[config.mk]
export PLATFORM = sky130hd
export DESIGN_NAME = patp_ram
export DESIGN_NICKNAME = d
export VERILOG_FILES = /design/src/design/assert_macros.svh /design/src/design/patp_ram.sv
export SDC_FILE = /design/constraint.sdc
export NUM_CORES = 1
export LEC_CHECK = 0
export BUFFER_PORTS_ARGS = -buffer_cell sky130_fd_sc_hd__buf_4
export CAP_MARGIN = 10
export CORE_UTILIZATION = 60
export DETAILED_ROUTE_END_ITERATION = 16
export PLACE_DENSITY_LB_ADDON = 0.2
export SLEW_MARGIN = 20
export SYNTH_ARGS = -nofsm -noshare
export SYNTH_HDL_FRONTEND = slang
export SYNTH_SLANG_ARGS = --single-unit
[constraint.sdc]
create_clock -name clk -period 2.3 [get_ports clk]
set_clock_uncertainty 0.1 [all_clocks]
set_input_delay 0.115 -clock clk [delete_from_list [all_inputs] [get_ports clk]]
set_output_delay 0.115 -clock clk [all_outputs]
set_load 0.01 [all_outputs]
[src/design/assert_macros.svh]
// ----------------------------------------------------------------------------
// assert_macros.svh
// Shared concurrent assertion macros; they expect clk and rst_n in scope.
// ----------------------------------------------------------------------------
`ifndef ASSERT_MACROS_SVH
`define ASSERT_MACROS_SVH

// Same-cycle implication, checked outside reset
`define PATP_ASSERT_IMPLIES(label, ante, cons, msg) \
    label: assert property (@(posedge clk) disable iff (!rst_n) (ante) |-> (cons)) \
        else $error(msg);

// Next-cycle implication, checked outside reset
`define PATP_ASSERT_NEXT(label, ante, cons, msg) \
    label: assert property (@(posedge clk) disable iff (!rst_n) (ante) |=> (cons)) \
        else $error(msg);

`endif

[src/design/patp_ram.sv]
// ----------------------------------------------------------------------------
// patp_ram
// Generic simple dual-port RAM: one write port, one registered read port.
// ----------------------------------------------------------------------------
module patp_ram #(
    parameter int WIDTH = 8,
    parameter int DEPTH = 16
) (
    input  logic                     clk,
    input  logic                     we,
    input  logic [$clog2(DEPTH)-1:0] waddr,
    input  logic [WIDTH-1:0]         wdata,
    input  logic [$clog2(DEPTH)-1:0] raddr,
    output logic [WIDTH-1:0]         rdata
);

    logic [WIDTH-1:0] mem [DEPTH];
    logic [WIDTH-1:0] rdata_reg;

    // Write and registered read
    always_ff @(posedge clk)
    begin
        if (we)
        begin
            mem[waddr] <= wdata;
        end
        rdata_reg <= mem[raddr];
    end

    assign rdata = rdata_reg;

endmodule

==> impl_metrics.json, run 1 <==
{
  "status": "finished clean",
  "ys_seq_area_share_pct": 77.8,
  "htreeDepth": 4,
  "netlist_area_mm2": 0.00515,
  "grt_max_degree": 33,
  "layout.nets": 309,
  "grt_pass1_wl_mm": 15.0,
  "cts-root-buf": "clkbuf_8",
  "hold_viol": 0,
  "async_flop_share_pct": 0,
  "dpl-instance-area_mm2": 0.00554,
  "ys_warn_count": 0,
  "drc_errors": 0,
  "cp-start-kind": "register",
  "syn_to_final_growth_pct": 21.1,
  "clkSinkCount": 136,
  "totalWireLength_mm": 10.3,
  "initial_core_util_pct": 62.3,
  "clockBufferDepth": 2,
  "hold_class": "in -> reg",
  "postCtsSetupBuffers": 0,
  "largest_reg_flops": 128,
  "die_x_um": 94.6,
  "power_density_mw_per_mm2": 935,
  "fin_tns_setup_ns": 0,
  "gp_congestion": 0.712,
  "wl_per_cell_um": 25.1,
  "tightest_slew_ns": 0.435,
  "n_antenna_cell": 0,
  "drv_slew": 0,
  "period_share_pct": 64.6,
  "drt-initial-drc-count": 230,
  "vdd_drop_max_v": 0.000555,
  "crit_slowest_cell": "mux4_1",
  "clkPwrFrac_pct": 47.2,
  "combPwrFrac_pct": 4.9,
  "gr-usage-met1_pct": 34.6,
  "vias": 2514,
  "synth_edf_count": 128,
  "crit_arrival_ns": 1.77,
  "final_cell_mix": "128 x edfxtp_1, 44 x buf_4, 18 x mux4_2",
  "swShare_pct": 19.4,
  "dieArea_mm2": 0.00895,
  "gr-usage-all-layers_pct": 25.3,
  "cts_tree": "done",
  "worstPathCellList": "mux4_1, a22oi_1, nand2_1",
  "p_sw_mw": 1.13,
  "synth_ff_type": "edfxtp_1",
  "avgSynthCellArea_um2": 22.5,
  "required_ns": 2.58,
  "yosys.area.top_type": "edfxtp_1",
  "p_seq_share_pct": 47.9,
  "clk_latency_ns": 0.50,
  "cts.repair.resized": 0,
  "io_pins": 26,
  "first_pass_iters": 4,
  "cts.clk_slew.worst_paths_ns": 0.06,
  "synth_cell_type_count": 19,
  "die_y_um": 94.6,
  "stdcell_area_mm2": 0.00623,
  "rsz0062_at_grt": "false",
  "worstSetupEndpointType": "register",
  "antenna_found_initial": 0,
  "drive_gt1_share_pct": 30.6,
  "leakagePower_nw": 2.14,
  "busiest_layer": "met2",
  "crit_family": "multiplexers",
  "cap_violations": 0,
  "final_common_cell": "edfxtp_1",
  "dp_hpwl_mm": 6.31,
  "grtUsageMet3_pct": 6.36,
  "portBuffers": 25,
  "cp_num_buf_inv": 0,
  "max_stage_delay_ns": 0.53,
  "timing.fmax_mhz": 673,
  "ant_nets": 0,
  "ys_top_cells_by_area": "edfxtp_1 75%, mux4_2 7.9%, mux4_1 7.1%",
  "syn_inst": 229,
  "grt_pass1_vias": 2610,
  "p_int_mw": 4.70,
  "setup_violations": 0,
  "gr-total-overflow": 0,
  "fp-row-count": 33,
  "relSlewSlack_pct": 71.0,
  "core-area_mm2": 0.00826,
  "met2_usage_pct": 40.8,
  "netlist.area_leader.share_pct": 74.7,
  "viasPerCell": 6.15,
  "syn_nets": 247,
  "path_class": "reg -> reg",
  "min_period_ns": 1.48,
  "cp_max_fo": 1,
  "cts_inserted_buffers": 17,
  "synth-seq-cells": 136
}
==> final timing paths <==
kind / from / end / slack, ns / depth (start not counted)
setup reg to reg: mem[10][3]$_DFFE_PP_ / rdata[3]$_DFF_P_ / 0.82 / 3
setup / recovery: mem[10][3]$_DFFE_PP_ / rdata[3]$_DFF_P_ / 0.82 / 3
hold / removal: waddr[0] / mem[4][1]$_DFFE_PP_ / 0.03 / 3
hold reg to reg: mem[12][2]$_DFFE_PP_ / rdata[2]$_DFF_P_ / 0.58 / 3
==> cells by family after synthesis <==
group | Yosys count | share of synthesized area [%]
buffers and inverters | 10 | 1.68
AOI/OAI and AO/OA | 16 | 2.33
and+or+nand+nor | 35 | 3.18
muxes | 32 | 15.0
DFF | 136 | 77.8
==> cell type report <==
class / count / area [um2]
Clock buffer: 21 / 439
Clock inverter: 11 / 173
Tap cell: 105 / 131
Sequential cell: 136 / 4000
Timing Repair Buffer: 53 / 430
Fill cell: 468 / 2020
Multi-Input combinational cell: 83 / 1060
==> Yosys cell counts, types with 2 or more instances <==
library cell and instances:
nand3b_1 2, edfxtp_1 128, clkdlybuf4s25_2 3, nand2_1 9
dfxtp_1 8, mux4_2 18, a22oi_1 16, mux4_1 14
buf_6 3, nand2b_1 2, buf_2 3, nor2_1 13
nor3_1 4
==> what timing repair did <==
action                                  4_1_cts  5_1_grt
endpoints found under the setup margin        0        0
hold buffers                                  8        0
hold endpoints to repair                    128        0
==> worst register-to-register path, cell delays in order, from the launching register on <==
cell and delay, ns:
edfxtp_1 0.39, mux4_1 0.54, a22oi_1 0.28, nand2_1 0.07
==> power groups by stage <==
| stage | Clock [mW] | Sequential [mW] | Combinational (mW) |
|---|---|---|---|
| 3_5_place_dp | 0 | 2.84 | 0.278 |
| 5_1_grt | 2.87 | 2.80 | 0.309 |
| 4_1_cts | 2.79 | 2.79 | 0.292 |
| 3_3_place_gp | 0 | 2.84 | 0.273 |
| 6_report | 2.75 | 2.79 | 0.287 |
| 2_1_floorplan | 0 | 2.84 | 0.141 |
==> stage by stage <==
stage | total power [mW] | hold WS, ns | setup WS [ns] | std cells | utilization [%]
after floorplan | 2.98 | 0.114 | 0.592 | 229 | -
after detailed placement | 3.12 | 0.327 | 0.541 | 369 | 67.1
final | 5.83 | 0.0327 | 0.815 | 409 | 75.5
after global routing | 5.97 | 0.0348 | 0.754 | 409 | 75.5
after CTS | 5.87 | 0.0235 | 0.786 | 409 | 75.5
after global placement | 3.11 | 0.312 | 0.556 | 369 | 67.1
==> routing by layer <==
| layer | vias to the layer above | routed length, um | share of wire [%] |
|---|---|---|---|
| met3 | 5 | 841 | 8.2 |
| met2 | 112 | 5310 | 52 |
| li1 | 1095 | - | - |
| met1 | 1302 | 4020 | 39 |
| met5 | - | 0 | 0 |
| met4 | 0 | 94 | 0.92 |
Power figures use the tool's default switching activity.
==> run 2, diff against run 1 <==
--- a/config.mk
+++ b/config.mk
@@ -5,9 +5,10 @@
 export SDC_FILE = /design/constraint.sdc
 export NUM_CORES = 1
 export LEC_CHECK = 0
+export ABC_AREA = 1
 export BUFFER_PORTS_ARGS = -buffer_cell sky130_fd_sc_hd__buf_4
 export CAP_MARGIN = 10
-export CORE_UTILIZATION = 60
+export CORE_UTILIZATION = 61
 export DETAILED_ROUTE_END_ITERATION = 16
 export PLACE_DENSITY_LB_ADDON = 0.2
 export SLEW_MARGIN = 20
==> constraint.sdc (replaced) <==
create_clock -name clk -period 1.55 [get_ports clk]
set_clock_uncertainty 0.1 [all_clocks]
set_input_delay 0.0775 -clock clk [delete_from_list [all_inputs] [get_ports clk]]
set_output_delay 0.0775 -clock clk [all_outputs]
set_load 0.01 [all_outputs]
==> run 2 against run 1 <==
  * Via count is 60% higher
  * Wire length is 28% higher
  * Core utilization is 0.97 points lower
  * Sequential power is 48% higher
  * Largest power group is now the clock network
  * Final area is 9.9% higher
  * Largest cell class unchanged
  * Synthesized cell count is 140% higher
  * Area after synthesis is 12% higher
==> impl_metrics.json, run 2 <==
{
  "wl_per_cell_um": 18.0,
  "setup_ws_ns": 0.348,
  "relSlewSlack_pct": 73.1,
  "synth-seq-cells": 136,
  "crit-reg2reg-launch": "mem[13][3]$_DFFE_PP_",
  "hold_path.startpoint": "raddr[2]",
  "fin_tns_setup_ns": 0,
  "initial_core_util_pct": 62.7,
  "avgSynthCellArea_um2": 10.5,
  "async_flop_share_pct": 0,
  "yosys.area.top_type": "edfxtp_1",
  "cp-start-kind": "register",
  "antenna_found_initial": 0,
  "period_share_pct": 77.6,
  "n_antenna_cell": 0,
  "gp_congestion": 0.809,
  "worstSetupEndpointType": "primary output",
  "grt_pass1_wl_mm": 20.5,
  "drv_slew": 0,
  "drt-initial-drc-count": 435,
  "cts_tree": "done",
  "clk_latency_ns": 0.52,
  "p_seq_share_pct": 46.0,
  "netlist.area_leader.share_pct": 66.7,
  "grtUsageMet3_pct": 6.75,
  "die_x_um": 99.2,
  "viasPerCell": 5.55,
  "yosysMostFrequentCell": "nand2_1",
  "syn_inst": 551,
  "ys_warn_count": 0,
  "ys_seq_area_share_pct": 69.4,
  "final_cell_mix": "173 x nand2_1, 128 x edfxtp_1, 100 x inv_1",
  "gr-total-overflow": 0,
  "crit_arrival_ns": 1.02,
  "totalWireLength_mm": 13.1,
  "vdd_drop_max_v": 0.000832,
  "cts-root-buf": "clkbuf_8",
  "crit_path_start": "rdata[1]$_DFF_P_",
  "pre_cts_ws_ns": 0.248,
  "clockBufferDepth": 2,
  "power_density_mw_per_mm2": 1310,
  "rsz0062_at_grt": "false",
  "gr-usage-all-layers_pct": 29.1,
  "cp_max_fo": 1,
  "hold_class": "in -> reg",
  "vias": 4028,
  "combPwrFrac_pct": 6.2,
  "swShare_pct": 20.6,
  "dieArea_mm2": 0.00985,
  "cts.repair.resized": 0,
  "cts_inserted_buffers": 17,
  "core-area_mm2": 0.00920,
  "clkSinkCount": 136,
  "cp_num_buf_inv": 1,
  "cap_violations": 0,
  "p_sw_mw": 1.85,
  "status": "finished clean",
  "leakagePower_nw": 3.00,
  "met2_usage_pct": 45.4,
  "utilization_pct": 74.5,
  "final_common_cell": "nand2_1",
  "netlist_area_mm2": 0.00577,
  "path_class": "reg -> out",
  "clkPwrFrac_pct": 47.8,
  "grt_pass1_vias": 3869,
  "busiest_layer": "met2",
  "nFillCells": 611,
  "die_y_um": 99.2,
  "timing.fmax_mhz": 832,
  "ys_top_cells_by_area": "edfxtp_1 67%, nand2_1 11%, nand3_1 8.4%",
  "crit_slowest_cell": "dfxtp_1",
  "dp_hpwl_mm": 7.66,
  "hold_viol": 0,
  "setup_violations": 0,
  "grt_max_degree": 65,
  "portBuffers": 25,
  "crit_family": "flip-flops",
  "syn_to_final_growth_pct": 18.9,
  "worstPathCellList": "buf_4",
  "max_stage_delay_ns": 0.37,
  "first_pass_iters": 6,
  "synth_common_cells": "173 x nand2_1, 128 x edfxtp_1, 100 x inv_1",
  "drc_errors": 0,
  "largest_reg_flops": 128,
  "htreeDepth": 4,
  "synth_cell_type_count": 12,
  "synth_ff_type": "edfxtp_1",
  "min_period_ns": 1.20,
  "required_ns": 1.37,
  "p_int_mw": 7.16,
  "gr-usage-met1_pct": 41.0,
  "drive_gt1_share_pct": 12.8,
  "synth_edf_count": 128,
  "tightest_slew_ns": 0.403,
  "cts.clk_slew.worst_paths_ns": 0.06,
  "syn_nets": 569,
  "layout.nets": 621,
  "ant_nets": 0,
  "io_pins": 26,
  "fp-row-count": 35
}
run 2: cell types whose count changed after synthesis, moves of 3 or more:
cell             previous run  this run
nand2_1                     9       173
inv_1                       0       100
nand3_1                     1        97
mux4_2                     18         0
a22oi_1                    16         0
mux4_1                     14         0
buf_2                       3        13
nor2_1                     13        17
nor3_1                      4         0
buf_4                       1         4
buf_6                       3         6
clkdlybuf4s25_2             3         0
run 2: cells by family after synthesis:
family                 Yosys count  share of synthesized area (%)
buffers and inverters          126                           9.52
and+or+nand+nor                289                           21.0
DFF                            136                           69.4
run 2: repair_timing:
action	CTS	global route
setup endpoints to repair	0	0
hold endpoints to repair	136	0
hold buffers	9	0
buffers inserted	0	0
run 2: through the flow:
step | instances | power, mW | instance area, um2 | hold WS, ns
after global placement | 686 | 4.74 | 6120 | 0.297
after floorplan | 551 | 4.51 | 5770 | 0.0764
after global routing | 726 | 9.26 | 6850 | 0.0275
final | 726 | 9.01 | 6850 | 0.0372
after detailed placement | 686 | 4.75 | 6120 | 0.293
after CTS | 726 | 9.04 | 6850 | 0.00571
run 2: power groups by stage:
stage,Sequential (mW),Combinational [mW],Clock [mW]
after floorplan,4.22,0.290,0
after global placement,4.21,0.521,0
after detailed placement,4.22,0.534,0
after CTS,4.14,0.560,4.33
after global routing,4.15,0.613,4.50
final,4.14,0.562,4.31
run 2: final timing paths:
check	to	slack [ns]	cells past startpoint
worst max-delay path	rdata[1]	0.35	1
worst min-delay path	rdata[4]$_DFF_P_	0.04	5
worst max register to register	rdata[3]$_DFF_P_	0.40	6
worst min register to register	rdata[0]$_DFF_P_	0.57	6
run 2: worst min-delay path, delay by kind of cell:
kind                   cells  cell delay [ns]
buffers and inverters      2             0.27
AND/OR/NAND/NOR            3             0.27
run 2: layer usage:
metal | vias up | part of all wire, %
met5 | - | 0
met4 | 0 | 2.1
met3 | 25 | 10
met2 | 245 | 49
met1 | 1882 | 39
li1 | 1876 | -
run 2: area by class of cell:
cell class              count  area, um2  area share (%)
repair buffers             57        475            6.94
clock buffers              20        445            6.50
multi-input cells         289       1210            17.7
clock inverters            11        194            2.83
flip-flops and latches    136       4000            58.4
well taps                 111        139            2.03
inverters                 102        383            5.59
